## src/rtl/utf8_utf16_transcoder_macros.svh

```systemverilog
// ----------------------------------------------------------------------------
// utf8_utf16_transcoder assertion macros
// shared concurrent assertion forms, clocked on clock, quiet in reset
// ----------------------------------------------------------------------------
`ifndef UTF8_UTF16_TRANSCODER_MACROS_SVH
`define UTF8_UTF16_TRANSCODER_MACROS_SVH

// condition holds at every edge
`define U8U16_ASSERT_ALWAYS(lbl, expr, msg) \
   lbl: assert property (@(posedge clock) disable iff (reset) (expr)) else $error(msg);

// same-cycle implication
`define U8U16_ASSERT_IMPLIES(lbl, ante, cons, msg) \
   lbl: assert property (@(posedge clock) disable iff (reset) (ante) |-> (cons)) \
      else $error(msg);

// next-cycle implication
`define U8U16_ASSERT_NEXT(lbl, ante, cons, msg) \
   lbl: assert property (@(posedge clock) disable iff (reset) (ante) |=> (cons)) \
      else $error(msg);

`endif

```

## src/rtl/u8u16_pkg.sv

```systemverilog
// ----------------------------------------------------------------------------
// u8u16_pkg
// types and constants of the utf-8 / utf-16 transcoder
// ----------------------------------------------------------------------------
`timescale 1ns / 1ps

package u8u16_pkg;

   localparam int CP_W        = 31;
   localparam int UNIT_W      = 16;
   localparam int MAX_RESULTS = 4;

   localparam logic [CP_W-1:0] CP_SURR_LO = 31'h0000_D800;
   localparam logic [CP_W-1:0] CP_SURR_HI = 31'h0000_DFFF;
   localparam logic [CP_W-1:0] CP_MAX     = 31'h0010_FFFF;
   localparam logic [CP_W-1:0] CP_SUPP    = 31'h0001_0000;
   localparam logic [CP_W-1:0] CP_BMP_MAX = 31'h0000_FFFF;
   localparam logic [CP_W-1:0] CP_1B_MAX  = 31'h0000_007F;
   localparam logic [CP_W-1:0] CP_2B_MAX  = 31'h0000_07FF;

   localparam logic [UNIT_W-1:0] SURR_MASK = 16'hFC00;
   localparam logic [UNIT_W-1:0] HIGH_SURR = 16'hD800;
   localparam logic [UNIT_W-1:0] LOW_SURR  = 16'hDC00;

   // register indexes
   localparam logic REG_SOURCE_FORMAT = 1'b0;
   localparam logic REG_DEST_FORMAT   = 1'b1;

   typedef enum logic {
      FMT_UTF8,
      FMT_UTF16
   } fmt_type;

   typedef enum logic [1:0] {
      ST_OK,
      ST_BAD_UNIT,
      ST_BAD_CP,
      ST_INCOMPLETE
   } status_type;

   typedef struct packed {
      fmt_type                source_format;
      fmt_type                dest_format;
      logic [UNIT_W-1:0]      code_unit;
      logic                   end_of_source;
      logic [CP_W-1:0]        partial_code;
      logic [2:0]             units_remaining;
   } dec_in_type;

   typedef struct packed {
      logic [MAX_RESULTS-1:0][UNIT_W-1:0] units;
      logic [2:0]                         count;
      status_type                         status;
      logic [CP_W-1:0]                    code_point;
      logic [UNIT_W-1:0]                  bad_unit;
      logic [CP_W-1:0]                    partial_code;
      logic [2:0]                         units_remaining;
   } dec_out_type;

endpackage

```

## src/rtl/u8u16_req_if.sv

```systemverilog
// ----------------------------------------------------------------------------
// u8u16_req_if
// request channel: one source code unit per request
// ----------------------------------------------------------------------------
`timescale 1ns / 1ps

interface u8u16_req_if;
   logic        valid;
   logic        ready;
   logic [15:0] code_unit;
   logic        end_of_source;

   modport source (output valid, code_unit, end_of_source, input ready);
   modport sink   (input valid, code_unit, end_of_source, output ready);
endinterface

```

## src/rtl/u8u16_rsp_if.sv

```systemverilog
// ----------------------------------------------------------------------------
// u8u16_rsp_if
// result channel: one destination unit or error report per transfer
// ----------------------------------------------------------------------------
`timescale 1ns / 1ps

interface u8u16_rsp_if;
   logic        valid;
   logic        ready;
   logic [15:0] out_unit;
   logic        char_done;
   logic [1:0]  status;
   logic [30:0] code_point;
   logic [15:0] bad_unit;

   modport source (output valid, out_unit, char_done, status, code_point, bad_unit,
                   input ready);
   modport sink   (input valid, out_unit, char_done, status, code_point, bad_unit,
                   output ready);
endinterface

```

## src/rtl/utf8_utf16_transcoder.sv

```systemverilog
// ----------------------------------------------------------------------------
// utf8_utf16_transcoder
// streams utf-8 bytes or utf-16 words in and transcoded units out
// ----------------------------------------------------------------------------
// req_ch carries one source code unit per request, with end_of_source on the
// last unit of a stream. rsp_ch carries one destination unit per transfer,
// or a single error report with char_done set.
// source_format and dest_format are written over the csr_ apb port at byte
// addresses 0 and 4; a write drops any character in progress. writes must be
// made only while no request is in flight; the block does not enforce this.
// a request is held in an input register, then decoded combinationally into a
// result buffer of up to four units; the first result shows from the result
// buffer, which loads from the input register once the buffer is free.
// throughput is one request per cycle while each request gives at most one
// result and the receiver does not stall; a character of n units holds the
// buffer while the single result port drains it, one unit a cycle unless stalled.
// when the receiver stalls, the buffer holds and one more request is taken
// into the input register before req_ch.ready drops.
// reset clears both formats to utf-8, drops the partial character and
// empties both registers.
// ----------------------------------------------------------------------------
`timescale 1ns / 1ps
`include "utf8_utf16_transcoder_macros.svh"

module utf8_utf16_transcoder
   import u8u16_pkg::*;
(
   input  logic               clock,
   input  logic               reset,
   u8u16_req_if.sink          req_ch,
   u8u16_rsp_if.source        rsp_ch,
   input  logic               csr_psel,
   input  logic               csr_penable,
   input  logic               csr_pwrite,
   input  logic [2:0]         csr_paddr,
   input  logic [31:0]        csr_pwdata,
   output logic [31:0]        csr_prdata,
   output logic               csr_pready
);

   fmt_type src_fmt_ff, src_fmt_in;
   fmt_type dst_fmt_ff, dst_fmt_in;

   logic [CP_W-1:0] partial_ff, partial_in;
   logic [2:0]      rem_ff, rem_in;

   logic              in_valid_ff, in_valid_in;
   logic [UNIT_W-1:0] in_unit_ff;
   logic              in_eos_ff;

   logic [MAX_RESULTS-1:0][UNIT_W-1:0] unit_ff;
   status_type                         status_ff;
   logic [CP_W-1:0]                    cp_ff;
   logic [UNIT_W-1:0]                  bad_ff;
   logic [2:0]                         cnt_ff, cnt_in;
   logic [1:0]                         idx_ff, idx_in;

   dec_in_type  dec_in;
   dec_out_type dec_out;

   logic csr_write;
   logic req_take;
   logic rsp_take;
   logic rsp_last;
   logic load;

   // config port
   assign csr_pready = 1'b1;
   assign csr_write  = csr_psel && csr_penable && csr_pwrite && csr_pready;

   always_comb begin
      csr_prdata = '0;
      unique case (csr_paddr[2])
         REG_SOURCE_FORMAT: csr_prdata = {31'b0, src_fmt_ff};
         REG_DEST_FORMAT:   csr_prdata = {31'b0, dst_fmt_ff};
      endcase
   end

   always_comb begin
      src_fmt_in = src_fmt_ff;
      dst_fmt_in = dst_fmt_ff;
      if (csr_write) begin
         unique case (csr_paddr[2])
            REG_SOURCE_FORMAT: src_fmt_in = fmt_type'(csr_pwdata[0]);
            REG_DEST_FORMAT:   dst_fmt_in = fmt_type'(csr_pwdata[0]);
         endcase
      end
   end

   // handshake control
   assign rsp_ch.valid = (cnt_ff != 3'd0);
   assign rsp_take     = rsp_ch.valid && rsp_ch.ready;
   assign rsp_last     = ({1'b0, idx_ff} == (cnt_ff - 3'd1));
   assign load         = in_valid_ff && ((cnt_ff == 3'd0) || (rsp_take && rsp_last));
   assign req_ch.ready = !in_valid_ff || load;
   assign req_take     = req_ch.valid && req_ch.ready;

   assign dec_in.source_format   = src_fmt_ff;
   assign dec_in.dest_format     = dst_fmt_ff;
   assign dec_in.code_unit       = in_unit_ff;
   assign dec_in.end_of_source   = in_eos_ff;
   assign dec_in.partial_code    = partial_ff;
   assign dec_in.units_remaining = rem_ff;

   u8u16_decode u_decode (
      .dec_in  (dec_in),
      .dec_out (dec_out)
   );

   always_comb begin
      in_valid_in = in_valid_ff;
      if (req_take) begin
         in_valid_in = 1'b1;
      end else if (load) begin
         in_valid_in = 1'b0;
      end
   end

   always_comb begin
      partial_in = partial_ff;
      rem_in     = rem_ff;
      if (csr_write) begin
         partial_in = '0;
         rem_in     = 3'd0;
      end else if (load) begin
         partial_in = dec_out.partial_code;
         rem_in     = dec_out.units_remaining;
      end
   end

   always_comb begin
      cnt_in = cnt_ff;
      idx_in = idx_ff;
      if (load) begin
         cnt_in = dec_out.count;
         idx_in = 2'd0;
      end else if (rsp_take) begin
         if (rsp_last) begin
            cnt_in = 3'd0;
            idx_in = 2'd0;
         end else begin
            idx_in = idx_ff + 2'd1;
         end
      end
   end

   always_ff @(posedge clock) begin
      if (reset) begin
         src_fmt_ff  <= FMT_UTF8;
         dst_fmt_ff  <= FMT_UTF8;
         partial_ff  <= '0;
         rem_ff      <= 3'd0;
         in_valid_ff <= 1'b0;
         cnt_ff      <= 3'd0;
         idx_ff      <= 2'd0;
      end else begin
         src_fmt_ff  <= src_fmt_in;
         dst_fmt_ff  <= dst_fmt_in;
         partial_ff  <= partial_in;
         rem_ff      <= rem_in;
         in_valid_ff <= in_valid_in;
         cnt_ff      <= cnt_in;
         idx_ff      <= idx_in;
      end
   end

   // payload registers
   always_ff @(posedge clock) begin
      if (req_take) begin
         in_unit_ff <= req_ch.code_unit;
         in_eos_ff  <= req_ch.end_of_source;
      end
      if (load) begin
         unit_ff   <= dec_out.units;
         status_ff <= dec_out.status;
         cp_ff     <= dec_out.code_point;
         bad_ff    <= dec_out.bad_unit;
      end
   end

   assign rsp_ch.out_unit   = unit_ff[idx_ff];
   assign rsp_ch.char_done  = rsp_last;
   assign rsp_ch.status     = status_ff;
   assign rsp_ch.code_point = cp_ff;
   assign rsp_ch.bad_unit   = bad_ff;

   `U8U16_ASSERT_IMPLIES(a_idx_in_range, rsp_ch.valid, {1'b0, idx_ff} < cnt_ff, "index past count")
   `U8U16_ASSERT_ALWAYS(a_cnt_max, cnt_ff <= 3'(MAX_RESULTS), "result count too large")
   `U8U16_ASSERT_IMPLIES(a_err_single, rsp_ch.valid && status_ff != ST_OK, cnt_ff == 3'd1, "error not single")
   `U8U16_ASSERT_NEXT(a_idx_step, rsp_take && !rsp_last, idx_ff == $past(idx_ff) + 2'd1, "index did not step")
   `U8U16_ASSERT_IMPLIES(a_ready_empty, !in_valid_ff, req_ch.ready, "ready low with empty input register")

endmodule

```

## src/rtl/u8u16_decode.sv

```systemverilog
// ----------------------------------------------------------------------------
// u8u16_decode
// decodes one source unit against the partial character and produces the
// next partial state and all destination units or the error report
// ----------------------------------------------------------------------------
`timescale 1ns / 1ps

module u8u16_decode
   import u8u16_pkg::*;
(
   input  dec_in_type  dec_in,
   output dec_out_type dec_out
);

   always_comb begin
      logic [7:0]        b;
      logic [UNIT_W-1:0] u;
      logic              do_emit;
      logic [CP_W-1:0]   emit_cp;
      logic              err;
      status_type        err_status;
      logic [UNIT_W-1:0] err_bad;
      logic [CP_W-1:0]   next_partial;
      logic [2:0]        next_rem;
      logic [20:0]       cp21;
      logic [20:0]       v;

      b            = dec_in.code_unit[7:0];
      u            = dec_in.code_unit;
      do_emit      = 1'b0;
      emit_cp      = '0;
      err          = 1'b0;
      err_status   = ST_OK;
      err_bad      = '0;
      next_partial = dec_in.partial_code;
      next_rem     = dec_in.units_remaining;

      if (dec_in.source_format == FMT_UTF8) begin
         if (dec_in.units_remaining == 3'd0) begin
            if (!b[7]) begin
               do_emit = 1'b1;
               emit_cp = {23'b0, b};
            end else begin
               unique casez (b)
                  8'b110?????: begin
                     next_partial = {26'b0, b[4:0]};
                     next_rem     = 3'd1;
                  end
                  8'b1110????: begin
                     next_partial = {27'b0, b[3:0]};
                     next_rem     = 3'd2;
                  end
                  8'b11110???: begin
                     next_partial = {28'b0, b[2:0]};
                     next_rem     = 3'd3;
                  end
                  8'b111110??: begin
                     next_partial = {29'b0, b[1:0]};
                     next_rem     = 3'd4;
                  end
                  8'b1111110?: begin
                     next_partial = {30'b0, b[0]};
                     next_rem     = 3'd5;
                  end
                  default: begin
                     // bare continuation, 0xfe, 0xff
                     err        = 1'b1;
                     err_status = ST_BAD_UNIT;
                     err_bad    = {8'b0, b};
                  end
               endcase
               if (!err && dec_in.end_of_source) begin
                  err        = 1'b1;
                  err_status = ST_INCOMPLETE;
               end
            end
         end else begin
            if (b[7:6] != 2'b10) begin
               err        = 1'b1;
               err_status = ST_BAD_UNIT;
               err_bad    = {8'b0, b};
            end else begin
               next_partial = {dec_in.partial_code[24:0], b[5:0]};
               next_rem     = dec_in.units_remaining - 3'd1;
               if (next_rem == 3'd0) begin
                  do_emit = 1'b1;
                  emit_cp = next_partial;
               end else if (dec_in.end_of_source) begin
                  err        = 1'b1;
                  err_status = ST_INCOMPLETE;
               end
            end
         end
      end else begin
         if (dec_in.units_remaining == 3'd0) begin
            if ((u & SURR_MASK) == HIGH_SURR) begin
               next_partial = {15'b0, u};
               next_rem     = 3'd1;
               if (dec_in.end_of_source) begin
                  err        = 1'b1;
                  err_status = ST_INCOMPLETE;
               end
            end else if ((u & SURR_MASK) == LOW_SURR) begin
               err        = 1'b1;
               err_status = ST_BAD_UNIT;
               err_bad    = u;
            end else begin
               do_emit = 1'b1;
               emit_cp = {15'b0, u};
            end
         end else begin
            if ((u & SURR_MASK) != LOW_SURR) begin
               err        = 1'b1;
               err_status = ST_BAD_UNIT;
               err_bad    = u;
            end else begin
               do_emit = 1'b1;
               emit_cp = {11'b0, dec_in.partial_code[9:0], u[9:0]} + CP_SUPP;
            end
         end
      end

      cp21 = emit_cp[20:0];
      v    = cp21 - CP_SUPP[20:0];

      dec_out                 = '0;
      dec_out.status          = ST_OK;
      dec_out.partial_code    = next_partial;
      dec_out.units_remaining = next_rem;

      if (err) begin
         dec_out.count           = 3'd1;
         dec_out.status          = err_status;
         dec_out.bad_unit        = err_bad;
         dec_out.partial_code    = '0;
         dec_out.units_remaining = 3'd0;
      end else if (do_emit) begin
         dec_out.partial_code    = '0;
         dec_out.units_remaining = 3'd0;
         dec_out.code_point      = emit_cp;
         if ((emit_cp >= CP_SURR_LO && emit_cp <= CP_SURR_HI) || emit_cp > CP_MAX) begin
            dec_out.count  = 3'd1;
            dec_out.status = ST_BAD_CP;
         end else if (dec_in.dest_format == FMT_UTF16) begin
            if (emit_cp <= CP_BMP_MAX) begin
               dec_out.count    = 3'd1;
               dec_out.units[0] = cp21[15:0];
            end else begin
               dec_out.count    = 3'd2;
               dec_out.units[0] = HIGH_SURR | {6'b0, v[19:10]};
               dec_out.units[1] = LOW_SURR | {6'b0, v[9:0]};
            end
         end else if (emit_cp <= CP_1B_MAX) begin
            dec_out.count    = 3'd1;
            dec_out.units[0] = {9'b0, cp21[6:0]};
         end else if (emit_cp <= CP_2B_MAX) begin
            dec_out.count    = 3'd2;
            dec_out.units[0] = {8'b0, 3'b110, cp21[10:6]};
            dec_out.units[1] = {8'b0, 2'b10, cp21[5:0]};
         end else if (emit_cp <= CP_BMP_MAX) begin
            dec_out.count    = 3'd3;
            dec_out.units[0] = {8'b0, 4'b1110, cp21[15:12]};
            dec_out.units[1] = {8'b0, 2'b10, cp21[11:6]};
            dec_out.units[2] = {8'b0, 2'b10, cp21[5:0]};
         end else begin
            dec_out.count    = 3'd4;
            dec_out.units[0] = {8'b0, 5'b11110, cp21[20:18]};
            dec_out.units[1] = {8'b0, 2'b10, cp21[17:12]};
            dec_out.units[2] = {8'b0, 2'b10, cp21[11:6]};
            dec_out.units[3] = {8'b0, 2'b10, cp21[5:0]};
         end
      end
   end

endmodule

```

## src/flat_wrapper.sv

```systemverilog
// flat-port wrapper written by rule: the top's interface ports become plain ports
module utf8_utf16_transcoder_flat import u8u16_pkg::*;
  (clock, reset, csr_psel, csr_penable, csr_pwrite, csr_paddr, csr_pwdata, csr_prdata, csr_pready, req_ch_valid, req_ch_code_unit, req_ch_end_of_source, req_ch_ready, rsp_ch_valid, rsp_ch_out_unit, rsp_ch_char_done, rsp_ch_status, rsp_ch_code_point, rsp_ch_bad_unit, rsp_ch_ready);
  u8u16_req_if req_ch_i ();
  u8u16_rsp_if rsp_ch_i ();
  input  logic clock;
  input  logic reset;
  input  logic csr_psel;
  input  logic csr_penable;
  input  logic csr_pwrite;
  input  logic [2:0] csr_paddr;
  input  logic [31:0] csr_pwdata;
  output logic [31:0] csr_prdata;
  output logic csr_pready;
  input wire logic [$bits(req_ch_i.valid)-1:0] req_ch_valid;
  input wire logic [$bits(req_ch_i.code_unit)-1:0] req_ch_code_unit;
  input wire logic [$bits(req_ch_i.end_of_source)-1:0] req_ch_end_of_source;
  output wire logic [$bits(req_ch_i.ready)-1:0] req_ch_ready;
  output wire logic [$bits(rsp_ch_i.valid)-1:0] rsp_ch_valid;
  output wire logic [$bits(rsp_ch_i.out_unit)-1:0] rsp_ch_out_unit;
  output wire logic [$bits(rsp_ch_i.char_done)-1:0] rsp_ch_char_done;
  output wire logic [$bits(rsp_ch_i.status)-1:0] rsp_ch_status;
  output wire logic [$bits(rsp_ch_i.code_point)-1:0] rsp_ch_code_point;
  output wire logic [$bits(rsp_ch_i.bad_unit)-1:0] rsp_ch_bad_unit;
  input wire logic [$bits(rsp_ch_i.ready)-1:0] rsp_ch_ready;
  assign req_ch_i.valid = req_ch_valid;
  assign req_ch_i.code_unit = req_ch_code_unit;
  assign req_ch_i.end_of_source = req_ch_end_of_source;
  assign req_ch_ready = req_ch_i.ready;
  assign rsp_ch_valid = rsp_ch_i.valid;
  assign rsp_ch_out_unit = rsp_ch_i.out_unit;
  assign rsp_ch_char_done = rsp_ch_i.char_done;
  assign rsp_ch_status = rsp_ch_i.status;
  assign rsp_ch_code_point = rsp_ch_i.code_point;
  assign rsp_ch_bad_unit = rsp_ch_i.bad_unit;
  assign rsp_ch_i.ready = rsp_ch_ready;
  utf8_utf16_transcoder u_core (.clock(clock), .reset(reset), .req_ch(req_ch_i), .rsp_ch(rsp_ch_i), .csr_psel(csr_psel), .csr_penable(csr_penable), .csr_pwrite(csr_pwrite), .csr_paddr(csr_paddr), .csr_pwdata(csr_pwdata), .csr_prdata(csr_prdata), .csr_pready(csr_pready));
endmodule
```

## config.mk

```make
export PLATFORM = sky130hd
export DESIGN_NAME = utf8_utf16_transcoder_flat
export DESIGN_NICKNAME = d
export VERILOG_FILES = /design/src/rtl/u8u16_pkg.sv /design/src/rtl/u8u16_req_if.sv /design/src/rtl/u8u16_rsp_if.sv /design/src/rtl/utf8_utf16_transcoder.sv /design/src/rtl/u8u16_decode.sv /design/src/flat_wrapper.sv
export VERILOG_INCLUDE_DIRS = /design/src /design/src/rtl
export SDC_FILE = /design/constraint.sdc
export NUM_CORES = 1
export LEC_CHECK = 0
export BUFFER_PORTS_ARGS = -buffer_cell sky130_fd_sc_hd__buf_2
export CAP_MARGIN = 30
export CORE_ASPECT_RATIO = 1.2
export CORE_UTILIZATION = 50
export CTS_BUF_LIST = sky130_fd_sc_hd__clkbuf_2 sky130_fd_sc_hd__clkbuf_4 sky130_fd_sc_hd__clkbuf_8
export CTS_CLUSTER_DIAMETER = 100
export CTS_CLUSTER_SIZE = 25
export DETAILED_ROUTE_END_ITERATION = 7
export PLACE_DENSITY = 0.74
export SLEW_MARGIN = 20
export SYNTH_ARGS = -nofsm -noshare
export SYNTH_HDL_FRONTEND = slang
export SYNTH_SLANG_ARGS = --single-unit
```

## constraint.sdc

```tcl
create_clock -name clock -period 6.3 [get_ports clock]
set_input_delay 0.63 -clock clock [delete_from_list [all_inputs] [get_ports clock]]
set_output_delay 0.63 -clock clock [all_outputs]
set_load 0.01 [all_outputs]
```

==> results.yml <==
critical_path:
  crit_chain: "and2_1, nand3_2, o32ai_1, nor3_1, nand4bb_1, a211oi_2, or2_1, nor2_4, nand3_2, o32ai_1"
  crit_buf_inv: 0
  cp_top_family: "simple AND/OR/NAND/NOR gates"
  crit_slowest_cell: "dfxtp_1"
  crit_required_ns: 6.54
  endpoint_kind: "flop"
  rr_worst_depth: 10
  critPathArrivalTime_ns: 4.84
  slowest_delay_ns: 0.90
  crit_type: "reg -> reg"
  critical_path_peak_fanout: 25
  worst-path-stages: 10
  startpoint_type: "flop"
clock_network:
  clockRootBuffer: "clkbuf_8"
  hold_buffers: 0
  cts_resized: 0
  clk_pin_slew_ns: 0.09
  cts_setup_buffers: 0
  cts_max_path_buffers: 2
  cts.sinks: 143
  cts_made_buffers: 17
  clk_latency_ns: 0.46
  cts_tree: "done"
  cts_max_level: 4
power_and_ir_drop:
  peakVddDrop_uv: 170
  powerDensity_nw_per_um2: 239
  p_leak_nw: 3.18
yosys:
  avgSynthCellArea_um2: 9.99
  ys.warnings.count: 0
  synth_cell_types: 79
  async_reset_ff_share_pct: 0
  synthCells: 765
  synth_edf_count: 107
  synth_ff_type: "edfxtp_1"
  synth.area.top_cells: "edfxtp_1, dfxtp_1, nor2_1"
  synth.largest_area_cell: "edfxtp_1"
  yosys.area.top_type_share_pct: 42.0
  ys_seq_elements: 143
  ys_seq_area_share_pct: 51.5
  synth_area_um2: 7640
timing:
  setup_viol: 0
  period_needed_ns: 4.60
  worst_pin_slew_ns: 0.948
  fmax_mhz: 218
  slew_headroom_pct: 36.6
  rsz0062_at_grt: "false"
  fin_crit_sh_pct: 72.9
  slew_violations: 0
  setup_ws_ns: 1.70
  whs_ns: 0.332
  clock-skew-final_ns: 0.0128
  hold_viol: 0
  final.setup.tns_ns: 0
routing:
  viasPerCell: 5.80
  routedWlPerCell_um: 17.3
  drt_iter0_markers: 469
  routed_wl_mm: 18.2
  drc: 0
  vias: 6126
  firstDrtPassIters: 5
  drtAntennaViolNets: 0
die:
  core_area_um2: 15000
  die-area_um2: 15800
  rows: 49
  io_pins: 160
  fp.dieH_um: 137
  die_w_um: 115
  initial_utilization_pct: 51.1
job:
  drv_cap: 0
placement:
  dpl_worst_slack_ns: 1.79
  postPlaceCellArea_um2: 8140
  globalplace.congestion: 0.905
  dp_hpwl_mm: 12.7
  numPortBuffers: 94
grt:
  grt_pass1_vias: 5376
  grt_overflow_total: 0
  grt_pass1_wl_mm: 28.2
  antenna_found_initial: 0
  grt_max_degree: 55
  track_usage_pct: 23.9
layout:
  area_growth_pct: 11.8
  drive_gt1_share_pct: 19.9
  antenna_cells: 0
  fill_cells: 1338
  postLayoutCoreUtil_pct: 57.1
  fin_nets: 907
  stdcell_area_um2: 8550
worst_hold_path:
  hold_path_depth: 1
  min_path_type: "in -> reg"
status:
  status: "complete, no violations"
## final timing paths
check                      start                    to  slack (ns)
max            u_core.src_fmt_ff    u_core.unit_ff[20]        1.70
min          req_ch_code_unit[7]  u_core.in_unit_ff[7]        0.33
max reg2reg    u_core.src_fmt_ff    u_core.unit_ff[20]        1.70
min reg2reg     u_core.cnt_ff[1]      u_core.cnt_ff[1]        0.47
## layout make-up
cell class	count	area [µm²]	share of cell area, %
flip-flops and latches	143	3930	46.0
multi-input cells	541	3250	38.0
repair buffers	106	589	6.90
well taps	204	255	2.99
clock buffers	17	234	2.74
clock inverters	15	169	1.98
inverters	31	118	1.38
## where the power goes
| part | leakage [nW] | internal [mW] | total (mW) | switching (mW) |
|---|---|---|---|---|
| registers | 1.30 | 1.06 | 1.09 | 0.0275 |
| clock network | 0.193 | 0.388 | 0.747 | 0.359 |
| logic | 1.69 | 0.0718 | 0.209 | 0.137 |
| total | 3.18 | 1.52 | 2.04 | 0.524 |
## cells by family (layout without fill, tap and decap cells)
family	count (synthesis)	in the layout	synth area share [%]
and+or+nand+nor	309	309	20.3
AOI/OAI and AO/OA	168	168	15.0
DFF	143	143	51.5
buffers and inverters	111	169	7.63
muxes	15	15	3.14
xor gates and xnor gates	9	9	1.03
adders and majority gates	8	8	1.31
other	2	32	0.0983
## Yosys cell counts (all sizes together), types with 6 or more instances
| master | n |
|---|---|
| a211oi | 12 |
| a21oi | 57 |
| a22oi | 16 |
| a31oi | 10 |
| and2 | 24 |
| and3 | 9 |
| buf | 57 |
| clkbuf | 23 |
| dfxtp | 36 |
| edfxtp | 107 |
| ha | 8 |
| inv | 31 |
| mux2i | 6 |
| mux4 | 7 |
| nand2 | 77 |
| nand2b | 9 |
| nand3 | 27 |
| nand4 | 10 |
| nor2 | 89 |
| nor3 | 27 |
| o21ai | 24 |
| o22ai | 6 |
| o32ai | 7 |
| xnor2 | 6 |
## layer usage
metal,GRT usage [%],up-vias,part of all wire [%]
met1,30.2,2897,40
li1,-,2877,-
met5,0,-,0
met3,4.97,50,6.5
met4,12.3,0,3.7
met2,38.9,302,50
## through the flow
step	total power, mW	instances
after global routing	2.12	1057
after CTS	2.06	1056
after global placement	1.31	1020
after detailed placement	1.31	1024
after floorplan	1.26	795
final	2.04	1057
## state kept, by name (all words and copies together) (netlist names)
register	flops
u_core.in_valid_ff	1
u_core.rsp_ch.bad_unit	16
u_core.in_eos_ff	1
u_core.cnt_ff	3
u_core.rsp_ch.status	2
u_core.rem_ff	3
u_core.dst_fmt_ff	1
u_core.in_unit_ff	16
u_core.idx_ff	2
u_core.rsp_ch.code_point	31
u_core.partial_ff	25
u_core.src_fmt_ff	1
u_core.unit_ff	41
## cells in the final DEF (no fill, tap or decap), types with 5 or more instances in the layout
cell      count
edfxtp_1    107
buf_2        95
nor2_1       88
nand2_1      76
a21oi_1      56
dfxtp_1      36
conb_1       32
inv_1        30
nor3_1       27
nand3_1      25
and2_1       23
o21ai_0      22
clkbuf_8     17
a22oi_1      16
a31oi_1       9
and3_1        9
a211oi_1      9
nand4_1       9
nand2b_1      8
ha_1          8
o32ai_1       7
mux4_2        7
buf_4         7
xnor2_1       6
mux2i_1       6
o22ai_1       6
nor3b_1       5
o211ai_1      5
nand3b_1      5
Note: power is estimated with default switching activity, not from simulation.
